[config.mk]
export PLATFORM = sky130hd
export DESIGN_NAME = dna_seed_extractor
export DESIGN_NICKNAME = d
export VERILOG_FILES = /design/src/sv/dse_pkg.sv /design/src/sv/dse_cell.sv /design/src/sv/dse_cfg_regs.sv /design/src/sv/dna_seed_extractor.sv
export SDC_FILE = /design/constraint.sdc
export NUM_CORES = 1
export LEC_CHECK = 0
export BUFFER_PORTS_ARGS = -buffer_cell sky130_fd_sc_hd__buf_2
export CAP_MARGIN = 20
export CORE_AREA = 2 2 242 244
export DETAILED_ROUTE_END_ITERATION = 10
export DIE_AREA = 0 0 244 246
export PLACE_DENSITY = 0.68
export SLEW_MARGIN = 10
export SYNTH_ARGS = -nofsm -noshare
export SYNTH_HDL_FRONTEND = slang
export SYNTH_SLANG_ARGS = --single-unit
export TNS_END_PERCENT = 1
[constraint.sdc]
create_clock -name clk -period 13 [get_ports clk]
set_input_delay 0.65 -clock clk [delete_from_list [all_inputs] [get_ports clk]]
set_output_delay 0.65 -clock clk [all_outputs]
set_load 0.02 [all_outputs]
[src/sv/dse_pkg.sv]
// ----------------------------------------------------------------------------
// dse_pkg
// Types and register codes shared by the seed extractor modules.
// ----------------------------------------------------------------------------
package dse_pkg;

  // One base of a read.
  typedef struct packed {
    logic [3:0]  base_code4;
    logic [1:0]  base_code2;
    logic        first_base;
    logic [15:0] read_length;
  } in_item_t;

  // One extracted seed.
  typedef struct packed {
    logic [15:0] seed_offset;
    logic [63:0] seed_forward;
    logic [63:0] seed_revcomp;
    logic        seed_valid;
  } out_item_t;

  // Register index, taken from paddr[3:2].
  typedef enum logic [1:0] {
    REG_SEED_LENGTH    = 2'd0,
    REG_PATTERN_PERIOD = 2'd1,
    REG_OFFSET_PATTERN = 2'd2,
    REG_FORCED_TAIL    = 2'd3
  } reg_idx_t;

  localparam logic [5:0]  SEED_LENGTH_RST    = 6'd21;
  localparam logic [5:0]  PATTERN_PERIOD_RST = 6'd1;
  localparam logic [31:0] OFFSET_PATTERN_RST = 32'd1;
  localparam logic [7:0]  FORCED_TAIL_RST    = 8'd0;

  localparam logic [3:0] CODE_GAP = 4'h0;
  localparam logic [3:0] CODE_N   = 4'hf;
  localparam logic [1:0] PAIR_MASK = 2'b11;

  // Control handed to every cell of the window chain.
  typedef struct packed {
    logic shift;
    logic flush_fwd;
    logic flush_rc;
  } cell_ctrl_t;

endpackage

[src/sv/dse_cell.sv]
// ----------------------------------------------------------------------------
// dse_cell
// One base slot of the window: forward pair, complemented pair, clean flag.
// ----------------------------------------------------------------------------
module dse_cell
  import dse_pkg::*;
(
  input  logic       clk,
  input  logic       rst_n,
  input  cell_ctrl_t ctrl,
  input  logic [1:0] fwd_in,
  input  logic       clean_in,
  input  logic [1:0] rc_in,
  output logic [1:0] fwd_q,
  output logic       clean_q,
  output logic [1:0] rc_q,
  output logic [1:0] fwd_nxt,
  output logic       clean_nxt,
  output logic [1:0] rc_nxt
);

  logic [1:0] fwd_r;
  logic       clean_r;
  logic [1:0] rc_r;

  // A new read flushes what the neighbour hands over, except at the entry slot.
  always_comb begin
    fwd_nxt   = fwd_r;
    clean_nxt = clean_r;
    rc_nxt    = rc_r;
    if (ctrl.shift) begin
      fwd_nxt   = ctrl.flush_fwd ? 2'b00 : fwd_in;
      clean_nxt = ctrl.flush_fwd ? 1'b0  : clean_in;
      rc_nxt    = ctrl.flush_rc  ? 2'b00 : rc_in;
    end
  end

  always_ff @(posedge clk) begin
    if (!rst_n) begin
      fwd_r   <= 2'b00;
      clean_r <= 1'b0;
      rc_r    <= 2'b00;
    end else begin
      fwd_r   <= fwd_nxt;
      clean_r <= clean_nxt;
      rc_r    <= rc_nxt;
    end
  end

  assign fwd_q   = fwd_r;
  assign clean_q = clean_r;
  assign rc_q    = rc_r;

endmodule

[src/sv/dse_cfg_regs.sv]
// ----------------------------------------------------------------------------
// dse_cfg_regs
// APB register file holding the seeding configuration.
// ----------------------------------------------------------------------------
module dse_cfg_regs
  import dse_pkg::*;
(
  input  logic        clk,
  input  logic        rst_n,
  input  logic        psel,
  input  logic        penable,
  input  logic        pwrite,
  input  logic [3:0]  paddr,
  input  logic [31:0] pwdata,
  output logic [31:0] prdata,
  output logic        pready,
  output logic [5:0]  seed_length,
  output logic [5:0]  pattern_period,
  output logic [31:0] offset_pattern,
  output logic [7:0]  forced_tail
);

  logic [5:0]  seed_length_r;
  logic [5:0]  pattern_period_r;
  logic [31:0] offset_pattern_r;
  logic [7:0]  forced_tail_r;
  reg_idx_t    idx;
  logic        wr_en;

  assign idx    = reg_idx_t'(paddr[3:2]);
  assign pready = 1'b1;
  assign wr_en  = psel && penable && pwrite;

  always_ff @(posedge clk) begin
    if (!rst_n) begin
      seed_length_r    <= SEED_LENGTH_RST;
      pattern_period_r <= PATTERN_PERIOD_RST;
      offset_pattern_r <= OFFSET_PATTERN_RST;
      forced_tail_r    <= FORCED_TAIL_RST;
    end else if (wr_en) begin
      unique case (idx)
        REG_SEED_LENGTH:    seed_length_r    <= pwdata[5:0];
        REG_PATTERN_PERIOD: pattern_period_r <= pwdata[5:0];
        REG_OFFSET_PATTERN: offset_pattern_r <= pwdata;
        REG_FORCED_TAIL:    forced_tail_r    <= pwdata[7:0];
        default: ;
      endcase
    end
  end

  always_comb begin
    unique case (idx)
      REG_SEED_LENGTH:    prdata = {26'd0, seed_length_r};
      REG_PATTERN_PERIOD: prdata = {26'd0, pattern_period_r};
      REG_OFFSET_PATTERN: prdata = offset_pattern_r;
      REG_FORCED_TAIL:    prdata = {24'd0, forced_tail_r};
      default:            prdata = 32'd0;
    endcase
  end

  assign seed_length    = seed_length_r;
  assign pattern_period = pattern_period_r;
  assign offset_pattern = offset_pattern_r;
  assign forced_tail    = forced_tail_r;

endmodule

[src/sv/dna_seed_extractor.sv]
// ----------------------------------------------------------------------------
// dna_seed_extractor
// Streaming k-mer seed extraction with reverse complement.
// ----------------------------------------------------------------------------
// Bases of a read enter one item per cycle, while the receiver keeps up, on
// the in_ channel; a base with first_base set starts a new read at position
// zero. The window is a chain of cells, one per base, shifting forward and
// complemented codes in opposite directions on every accepted base that is
// in range or starts a read. Each accepted base yields zero or one seed item
// on the out_ channel in the cycle after acceptance, via the output register.
// With the receiver ready, throughput is one base per cycle: the window
// shift, sampling and tail checks all settle in the cycle of acceptance.
// Bases at or past read_length are taken and dropped; such a base has an
// effect only on a new read, where it clears window, position and phase.
// When the receiver stalls, the pending seed is held in the output register
// and a new base is taken only in a cycle in which that seed leaves.
// Reset empties the window, clears the position and sampling phase and loads
// the default configuration; no clearing pass is needed.
// Configuration is written through the APB port, registers at byte offsets
// 0, 4, 8 and 12, and should only change while the block is idle.
// ----------------------------------------------------------------------------
module dna_seed_extractor
  import dse_pkg::*;
#(
  parameter int MAX_SEED_BASES = 32,
  parameter int POSITION_BITS  = 16
) (
  input  logic        clk,
  input  logic        rst_n,
  input  logic        in_valid,
  output logic        in_ready,
  input  in_item_t    in_data,
  output logic        out_valid,
  input  logic        out_ready,
  output out_item_t   out_data,
  input  logic        psel,
  input  logic        penable,
  input  logic        pwrite,
  input  logic [3:0]  paddr,
  input  logic [31:0] pwdata,
  output logic [31:0] prdata,
  output logic        pready
);

  localparam int CW = ((POSITION_BITS > 16) ? POSITION_BITS : 16) + 2;
  localparam int WW = 2 * MAX_SEED_BASES;

  logic [5:0]  seed_length;
  logic [5:0]  pattern_period;
  logic [31:0] offset_pattern;
  logic [7:0]  forced_tail;

  dse_cfg_regs u_cfg (
    .clk            (clk),
    .rst_n          (rst_n),
    .psel           (psel),
    .penable        (penable),
    .pwrite         (pwrite),
    .paddr          (paddr),
    .pwdata         (pwdata),
    .prdata         (prdata),
    .pready         (pready),
    .seed_length    (seed_length),
    .pattern_period (pattern_period),
    .offset_pattern (offset_pattern),
    .forced_tail    (forced_tail)
  );

  logic [POSITION_BITS-1:0] pos_r, pos_nxt, pos_eff;
  logic [4:0]               phase_r, phase_nxt, phase_eff, phase_sel;
  logic                     out_valid_r, out_valid_nxt;
  out_item_t                out_data_r, out_data_nxt;

  logic       in_fire, in_range, reached, emit, base_clean;
  logic [5:0] len, period, phase_inc;
  logic [CW-1:0] pos_p1, tail_sum;
  logic [6:0]    shamt;
  cell_ctrl_t    ctrl_base;

  logic [MAX_SEED_BASES-1:0][1:0] fwd_q, fwd_nxt, rc_q, rc_nxt, rc_mask;
  logic [MAX_SEED_BASES-1:0]      clean_q, clean_nxt;
  logic [WW-1:0]                  fwd_shifted;
  logic                           window_clean;

  assign in_ready = !out_valid_r || out_ready;
  assign in_fire  = in_valid && in_ready;

  assign base_clean = (in_data.base_code4 != CODE_GAP) && (in_data.base_code4 != CODE_N);

  always_comb begin
    if (seed_length == 6'd0) begin
      len = 6'd1;
    end else if (seed_length > 6'(MAX_SEED_BASES)) begin
      len = 6'(MAX_SEED_BASES);
    end else begin
      len = seed_length;
    end
    if (pattern_period == 6'd0) begin
      period = 6'd1;
    end else if (pattern_period > 6'd32) begin
      period = 6'd32;
    end else begin
      period = pattern_period;
    end
  end

  assign pos_eff   = in_data.first_base ? '0 : pos_r;
  assign phase_eff = in_data.first_base ? 5'd0 : phase_r;
  assign pos_p1    = CW'(pos_eff) + CW'(1);
  assign in_range  = CW'(pos_eff) < CW'(in_data.read_length);
  assign reached   = pos_p1 >= CW'(len);
  assign tail_sum  = pos_p1 + CW'(forced_tail);

  // A phase left beyond a lowered period counts as zero.
  assign phase_sel = (6'(phase_eff) < period) ? phase_eff : 5'd0;
  assign phase_inc = 6'(phase_sel) + 6'd1;

  assign emit = in_fire && in_range && reached &&
                (offset_pattern[phase_sel] || (tail_sum > CW'(in_data.read_length)));

  // A new read empties the window even when its first base is dropped.
  assign ctrl_base.shift     = in_fire && (in_range || in_data.first_base);
  assign ctrl_base.flush_fwd = in_data.first_base;
  assign ctrl_base.flush_rc  = in_data.first_base;

  // Forward codes enter at the top cell, complemented codes at the bottom.
  for (genvar i = 0; i < MAX_SEED_BASES; i++) begin : g_cell
    cell_ctrl_t ctrl;
    logic [1:0] fwd_in, rc_in;
    logic       clean_in;

    assign ctrl.shift = ctrl_base.shift;
    if (i == MAX_SEED_BASES - 1) begin : g_fwd_head
      assign fwd_in         = in_data.base_code2;
      assign clean_in       = base_clean;
      assign ctrl.flush_fwd = in_data.first_base && !in_range;
    end else begin : g_fwd_link
      assign fwd_in         = fwd_q[i+1];
      assign clean_in       = clean_q[i+1];
      assign ctrl.flush_fwd = ctrl_base.flush_fwd;
    end
    if (i == 0) begin : g_rc_head
      assign rc_in         = ~in_data.base_code2 & PAIR_MASK;
      assign ctrl.flush_rc = in_data.first_base && !in_range;
    end else begin : g_rc_link
      assign rc_in         = rc_q[i-1];
      assign ctrl.flush_rc = ctrl_base.flush_rc;
    end

    dse_cell u_cell (
      .clk       (clk),
      .rst_n     (rst_n),
      .ctrl      (ctrl),
      .fwd_in    (fwd_in),
      .clean_in  (clean_in),
      .rc_in     (rc_in),
      .fwd_q     (fwd_q[i]),
      .clean_q   (clean_q[i]),
      .rc_q      (rc_q[i]),
      .fwd_nxt   (fwd_nxt[i]),
      .clean_nxt (clean_nxt[i]),
      .rc_nxt    (rc_nxt[i])
    );
  end

  // The seed is the newest len cells of each chain.
  assign shamt       = 7'(WW) - {len, 1'b0};
  assign fwd_shifted = fwd_nxt >> shamt;

  always_comb begin
    window_clean = 1'b1;
    for (int i = 0; i < MAX_SEED_BASES; i++) begin
      rc_mask[i] = (7'(i) < 7'(len)) ? PAIR_MASK : 2'b00;
      if ((7'(i) + 7'(len)) >= 7'(MAX_SEED_BASES)) begin
        window_clean = window_clean & clean_nxt[i];
      end
    end
  end

  always_comb begin
    pos_nxt       = pos_r;
    phase_nxt     = phase_r;
    out_valid_nxt = out_valid_r;
    out_data_nxt  = out_data_r;
    if (in_fire) begin
      if (in_range) begin
        pos_nxt = pos_p1[POSITION_BITS-1:0];
        if (reached) begin
          phase_nxt = (phase_inc >= period) ? 5'd0 : phase_inc[4:0];
        end else begin
          phase_nxt = phase_eff;
        end
      end else if (in_data.first_base) begin
        pos_nxt   = '0;
        phase_nxt = 5'd0;
      end
      out_valid_nxt = emit;
      if (emit) begin
        out_data_nxt.seed_offset  = 16'(pos_p1 - CW'(len));
        out_data_nxt.seed_forward = 64'(fwd_shifted);
        out_data_nxt.seed_revcomp = 64'(rc_nxt & rc_mask);
        out_data_nxt.seed_valid   = window_clean;
      end
    end else if (out_ready) begin
      out_valid_nxt = 1'b0;
    end
  end

  always_ff @(posedge clk) begin
    if (!rst_n) begin
      pos_r       <= '0;
      phase_r     <= 5'd0;
      out_valid_r <= 1'b0;
    end else begin
      pos_r       <= pos_nxt;
      phase_r     <= phase_nxt;
      out_valid_r <= out_valid_nxt;
    end
  end

  always_ff @(posedge clk) begin
    out_data_r <= out_data_nxt;
  end

  assign out_valid = out_valid_r;
  assign out_data  = out_data_r;

endmodule

==> results.sh, run 1 <==
export IMPL_gp_congestion=0.955
export IMPL_cellPowerDensity_nw_per_um2=102
export IMPL_grt_pass1_vias=20800
export IMPL_rows=88
export IMPL_grt_pass1_wl_um=125000
export IMPL_wirelength_um=81700
export IMPL_port_buffers=242
export IMPL_ys_async_sr_fraction_pct=0
export IMPL_max_freq_mhz=139
export IMPL_hold_class="input pin to flip-flop"
export IMPL_hpwl_um=55200
export IMPL_syn_nets=2745
export IMPL_startpoint_type="input pin"
export IMPL_place_ws_ns=5.31
export IMPL_ios=246
export IMPL_wl_met1_um=34300
export IMPL_worstSkewPairLatency_ns=0.61
export IMPL_r2r_start="pos_r[0]$_SDFFE_PN0P_"
export IMPL_die_area_sq_um=60000
export IMPL_crit_path_end_kind="flip-flop"
export IMPL_required_ns=13.21
export IMPL_synthFlopType="dfxtp_1"
export IMPL_p_leak_nw=10.0
export IMPL_fin_worst_skew_ns=0.0342
export IMPL_worstPathCellList="buf_2 > buf_4 > and2b_1 > xor2_1 > ha_1 > a21oi_1 > o21bai_1 > a21oi_1 > o21ai_0 > a21oi_1 > nor3_1 > and3_1 > xor2_1 > ha_1 > nand4_1 > nor2_1 > a221oi_1 > a41oi_1 > a41oi_1 > and4b_1 > nor2b_4 > buf_4 > buf_4"
export IMPL_timing_worst_setup_path_type="input pin to flip-flop"
export IMPL_postSynthAreaPerCell_sq_um=8.71
export IMPL_cap_violations=0
export IMPL_groute_usage_overall_pct=26.3
export IMPL_htree_levels=2
export IMPL_tritoncts="done"
export IMPL_postCtsHoldBufs=0
export IMPL_setup_viol=0
export IMPL_overflow=0
export IMPL_ys_ff_latch=379
export IMPL_viasPerCell=6.30
export IMPL_min_period_over_period_pct=55.2
export IMPL_crit_fanout=79
export IMPL_yosysSeqAreaShare_pct=39.6
export IMPL_first_pass_iters=6
export IMPL_area_growth_pct=14.2
export IMPL_wl_per_cell_um=23.0
export IMPL_setup_tns_ns=0
export IMPL_worstPathArrival_ns=7.38
export IMPL_reg2reg_depth=23
export IMPL_r2r_slack_ns=6.30
export IMPL_post_cts_setup_buffers=0
export IMPL_nets=2877
export IMPL_numCtsBuffers=43
export IMPL_dr_wl_met3_um=8000
export IMPL_path_depth=23
export IMPL_final_layout_size_suffix_gt1_share_pct=16.4
export IMPL_power_total_mw=2.66
export IMPL_syn_area_sq_um=22800
export IMPL_slowest_delay_ns=0.89
export IMPL_n_antenna_cell=0
export IMPL_syn_inst=2619
export IMPL_core_area_sq_um=57400
export IMPL_antenna_found_initial=1
export IMPL_max_slew_margin_rel_pct=18.5
export IMPL_crit_path_end="out_data[38]$_DFFE_PP_"
export IMPL_setup_ws_ns=5.83
export IMPL_holdWs_ns=0.303
export IMPL_dr_wl_met2_um=36700
export IMPL_ir_drop_mv=0.0774
export IMPL_grt_start_max_net_pins=118
export IMPL_drv_slew=0
export IMPL_cp_num_buf_inv=4
export IMPL_top_layer="met5"
export IMPL_yosysWarnings=0
export IMPL_crit_family="buffers and inverters"
export IMPL_die_h_um=246
export IMPL_utilization_pct=45.4
export IMPL_ctsLongestPathBuffers=3
export IMPL_crit_path_start="in_data[16]"
export IMPL_fin_crit_ns=7.17
export IMPL_status="completed"
export IMPL_clockRootBuffer="clkbuf_16"
export IMPL_rsz0062_at_grt="false"
export IMPL_finalHoldViolations=0
export IMPL_drt_iter0_markers=3005
export IMPL_antenna_left=0
export IMPL_tightest_slew_ns=1.19
export IMPL_crit_slowest_cell="buf_4"
export IMPL_clkSlewWorstSetupHoldPaths_ns=0.06
export IMPL_initial_core_util_pct=39.8
export IMPL_synth_edf_count=145
export IMPL_clock_sinks=379
export IMPL_yosysUniqueCellTypes=97
export IMPL_drc=0
export IMPL_ctsResizeCount=0
export IMPL_dr_total_vias=22400
export IMPL_regToRegEndpoint="out_data[38]$_DFFE_PP_"
export IMPL_fp_dieW_um=244
==> cells by family after synthesis <==
| group | Yosys count | synth area share (%) |
|---|---|---|
| AOI/OAI and AO/OA | 766 | 24.5 |
| buffers and inverters | 265 | 4.74 |
| adders and majority gates | 60 | 3.36 |
| and+or+nand+nor | 1018 | 21.0 |
| muxes | 86 | 5.13 |
| other | 1 | 0.0164 |
| xor gates and xnor gates | 44 | 1.69 |
| DFF | 379 | 39.6 |
==> through the flow <==
stage,cell area (sq um),std cells
2_1_floorplan,22800,2619
3_3_place_gp,24600,3464
3_5_place_dp,24600,3466
4_1_cts,26000,3545
5_1_grt,26100,3550
6_report,26100,3550
==> registers in the layout, indices dropped and copies added (netlist names) <==
register,cells
out_data,145
g_cell.u_cell.fwd_q,64
g_cell.u_cell.rc_q,64
g_cell.u_cell.clean_q,32
u_cfg.offset_pattern,32
pos_r,16
u_cfg.forced_tail,8
u_cfg.pattern_period,6
u_cfg.seed_length,6
phase_r,5
out_valid,1
==> worst register-to-register path: cells and delay by family, from the launching register on <==
family,cells,cell delay [ns]
flops,1,0.40
fa+ha+maj,3,1.02
buf+inv,3,1.66
xor+xnor,2,0.51
simple gates,7,1.20
compound gates,8,1.44
==> per-layer routing <==
metal,track usage [%],vias to the layer above
met5,0,-
met4,9.36,2
met3,5.58,192
met2,40.3,1298
met1,36.6,10800
li1,-,10100
==> area by class of cell <==
cell class | instances | area [sq um]
clock buffer | 57 | 1170
clock inverter | 22 | 216
fill | 5538 | 31300
inverter | 52 | 200
multi-input combinational | 1975 | 12800
sequential | 379 | 9040
tap | 765 | 957
timing repair buffer | 300 | 1670
==> synthesized netlist by cell type, types with 11 or more instances <==
master	count	area, sq um
nor2_1	357	1340
nand2_1	277	1040
dfxtp_1	234	4680
a22oi_1	174	1310
clkbuf_1	145	544
edfxtp_1	145	4350
a21oi_1	131	656
nor2b_1	68	425
ha_1	58	726
mux2i_1	54	541
o21ai_0	54	270
nand3_1	52	260
and2_1	50	313
inv_1	47	176
nor3_1	44	220
a221oi_1	40	350
buf_2	40	200
a211oi_1	35	263
a31oi_1	34	213
nand4_1	34	213
o211ai_1	33	248
and3_1	30	188
a21o_1	25	188
o22ai_1	25	156
xnor2_1	25	219
mux4_2	24	541
or3_1	23	144
a221o_1	21	210
buf_1	21	78.8
a32o_1	20	200
nor4_1	20	125
a32oi_1	19	166
xor2_1	19	166
o31ai_1	14	105
or2_2	13	81.3
a22o_1	11	96.3
==> how the worst min path moves through the flow <==
stage                                                       end  cells after the start                                  start  slack (ns)
after floorplan           u_cfg.offset_pattern[18]$_SDFFE_PN0P_                      2  u_cfg.offset_pattern[18]$_SDFFE_PN0P_        0.44
after global placement     u_cfg.offset_pattern[4]$_SDFFE_PN0P_                      2   u_cfg.offset_pattern[4]$_SDFFE_PN0P_        0.46
after detailed placement   u_cfg.offset_pattern[4]$_SDFFE_PN0P_                      2   u_cfg.offset_pattern[4]$_SDFFE_PN0P_        0.46
after CTS                 u_cfg.offset_pattern[17]$_SDFFE_PN0P_                      3                             pwdata[17]        0.28
after global routing       u_cfg.offset_pattern[8]$_SDFFE_PN0P_                      3                              pwdata[8]        0.28
final                     u_cfg.offset_pattern[17]$_SDFFE_PN0P_                      3                             pwdata[17]        0.30
==> where the power goes <==
part / internal [mW] / switching (mW) / leakage [nW]
Sequential: 1.23 / 0.00473 / 3.32
Clock: 0.683 / 0.533 / 0.672
Combinational: 0.0592 / 0.151 / 6.02
==> cell usage in the layout (no fill, tap or decap), types with 22 or more instances in the layout <==
cell type	instances
nor2_1	353
nand2_1	277
buf_2	243
dfxtp_1	234
a22oi_1	174
edfxtp_1	145
a21oi_1	131
nor2b_1	67
ha_1	58
o21ai_0	54
mux2i_1	54
buf_4	54
nand3_1	52
and2_1	49
inv_1	46
nor3_1	43
clkbuf_16	43
a221oi_1	40
a211oi_1	35
nand4_1	34
o211ai_1	33
a31oi_1	32
and3_1	30
a21o_1	25
o22ai_1	25
mux4_2	24
or3_1	23
xnor2_1	22
Power figures use the tool's default switching activity.
==> inputs of run 2 (changes only) <==
- PLACE_DENSITY: 0.68 -> 0.66
- clock period: 13 -> 6.8 ns (I/O delays scaled with it)
==> results.sh, run 2 (synthesis gave the netlist of run 1 again) <==
export IMPL_rows=88
export IMPL_groute_usage_overall_pct=25.6
export IMPL_startpoint_type="flip-flop"
export IMPL_dr_total_vias=22200
export IMPL_max_slew_margin_rel_pct=25.2
export IMPL_n_antenna_cell=0
export IMPL_drv_slew=0
export IMPL_initial_core_util_pct=39.8
export IMPL_setup_viol=0
export IMPL_drc=0
export IMPL_placed_cells=3468
export IMPL_htree_levels=2
export IMPL_fin_worst_skew_ns=0.0515
export IMPL_core_area_sq_um=57400
export IMPL_regToRegEndpoint="out_data[1]$_DFFE_PP_"
export IMPL_ctsLongestPathBuffers=3
export IMPL_ir_drop_mv=0.174
export IMPL_drt_iter0_markers=2518
export IMPL_rsz0062_at_grt="false"
export IMPL_tritoncts="done"
export IMPL_area_growth_pct=16.3
export IMPL_die_h_um=246
export IMPL_fp_dieW_um=244
export IMPL_nets=2904
export IMPL_min_path_cells=3
export IMPL_design_area_sq_um=26500
export IMPL_grt_pass1_vias=20900
export IMPL_gp_congestion=0.926
export IMPL_max_freq_mhz=186
export IMPL_clock_sinks=379
export IMPL_worstPathArrival_ns=5.61
export IMPL_cpMostUsedCell="a21o_1"
export IMPL_holdWs_ns=0.0450
export IMPL_first_pass_iters=6
export IMPL_crit_family="compound AO/OA/AOI/OAI gates"
export IMPL_crit_slowest_cell="dfxtp_1"
export IMPL_fillerInstances=5428
export IMPL_ctsResizeCount=0
export IMPL_place_ws_ns=1.01
export IMPL_overflow=0
export IMPL_finalHoldViolations=0
export IMPL_layout_common_cells="nor2_1, nand2_1, buf_2, dfxtp_1, a22oi_1"
export IMPL_crit_path_end_kind="flip-flop"
export IMPL_numCtsBuffers=43
export IMPL_grt_start_max_net_pins=137
export IMPL_clockRootBuffer="clkbuf_16"
export IMPL_postCtsHoldBufs=26
export IMPL_wirelength_um=79000
export IMPL_timing_worst_setup_path_type="flip-flop to flip-flop"
export IMPL_setup_ws_ns=1.42
export IMPL_hp_start="pwdata[1]"
export IMPL_clkSlewWorstSetupHoldPaths_ns=0.06
export IMPL_antenna_left=0
export IMPL_r2r_slack_ns=1.42
export IMPL_hold_class="input pin to flip-flop"
export IMPL_grt_pass1_wl_um=123000
export IMPL_worstPathCellList="and4b_1 > nand3_1 > xnor2_2 > ha_1 > nand2_1 > o21ai_1 > a21oi_2 > nor3_2 > xor2_1 > ha_1 > a21o_1 > a21o_1 > a21o_1 > a21o_1 > a221oi_1 > a41oi_1 > a41oi_1 > and4b_1 > nor2b_4 > buf_4"
export IMPL_antenna_found_initial=1
export IMPL_port_buffers=242
export IMPL_worstSkewPairLatency_ns=0.61
export IMPL_slowest_delay_ns=0.46
export IMPL_dpl_cell_area_sq_um=24700
export IMPL_tightest_slew_ns=1.12
export IMPL_final_layout_size_suffix_gt1_share_pct=16.8
export IMPL_status="completed"
export IMPL_ios=246
export IMPL_wl_per_cell_um=22.1
export IMPL_fin_crit_ns=5.38
export IMPL_largest_reg_flops=145
export IMPL_whs_endpoint="u_cfg.offset_pattern[1]$_SDFFE_PN0P_"
export IMPL_final_common_cell="nor2_1"
export IMPL_crit_fanout=65
export IMPL_r2r_start="pos_r[2]$_SDFFE_PN0P_"
export IMPL_cp_num_buf_inv=1
export IMPL_cap_violations=0
export IMPL_p_leak_nw=10.2
export IMPL_hpwl_um=53600
export IMPL_setup_tns_ns=0
export IMPL_die_area_sq_um=60000
export IMPL_viasPerCell=6.20
export IMPL_post_cts_setup_buffers=0
export IMPL_reg2reg_depth=20
export IMPL_min_period_over_period_pct=79.1
export IMPL_required_ns=7.03
export IMPL_fin_cells=3578
export IMPL_cellPowerDensity_nw_per_um2=198
-- run 2: cell type report --
type	instances	area (sq um)	share of cell area, %
multi-input cells	1975	12800	48.4
clock buffers	51	1160	4.36
inverters	52	200	0.755
flip-flops and latches	379	9040	34.1
well taps	765	957	3.61
repair buffers	327	1960	7.40
clock inverters	29	363	1.37
-- run 2: per-layer routing --
metal / GRT usage (%) / up-vias / wire length, um
li1: - / 10100 / -
met1: 34.7 / 10700 / 33700
met2: 40.6 / 1199 / 35700
met3: 5.24 / 160 / 7460
met4: 8.66 / 0 / 2100
met5: 0 / - / 0
-- run 2: power by group --
part	total [mW]	switching, mW	leakage, nW	internal (mW)
logic	0.413	0.288	6.16	0.124
clock network	2.48	1.05	0.719	1.43
registers	2.36	0.00970	3.34	2.35
-- run 2: worst min-delay path, delay by kind of cell --
family,cells,cell delay (ns)
buffers and inverters,1,0.14
AO/OA/AOI/OAI,1,0.05
AND/OR/NAND/NOR,1,0.06
-- run 2: metrics by stage --
| stage | power, mW | utilization [%] |
|---|---|---|
| 2_1_floorplan | 2.67 | - |
| 3_3_place_gp | 2.80 | 43.0 |
| 3_5_place_dp | 2.80 | 43.0 |
| 4_1_cts | 5.30 | 46.1 |
| 5_1_grt | 5.42 | 46.2 |
| 6_report | 5.26 | 46.2 |
-- run 2: worst max-delay path by stage --
| stage | from | endpoint | cells after the start |
|---|---|---|---|
| after global placement | in_data[16] | out_data[2]$_DFFE_PP_ | 25 |
| after CTS | pos_r[2]$_SDFFE_PN0P_ | out_data[2]$_DFFE_PP_ | 19 |
| after detailed placement | in_data[16] | out_data[2]$_DFFE_PP_ | 25 |
| after floorplan | in_data[16] | out_data[0]$_DFFE_PP_ | 28 |
| after global routing | pos_r[0]$_SDFFE_PN0P_ | out_data[10]$_DFFE_PP_ | 23 |
| final | pos_r[2]$_SDFFE_PN0P_ | out_data[1]$_DFFE_PP_ | 20 |
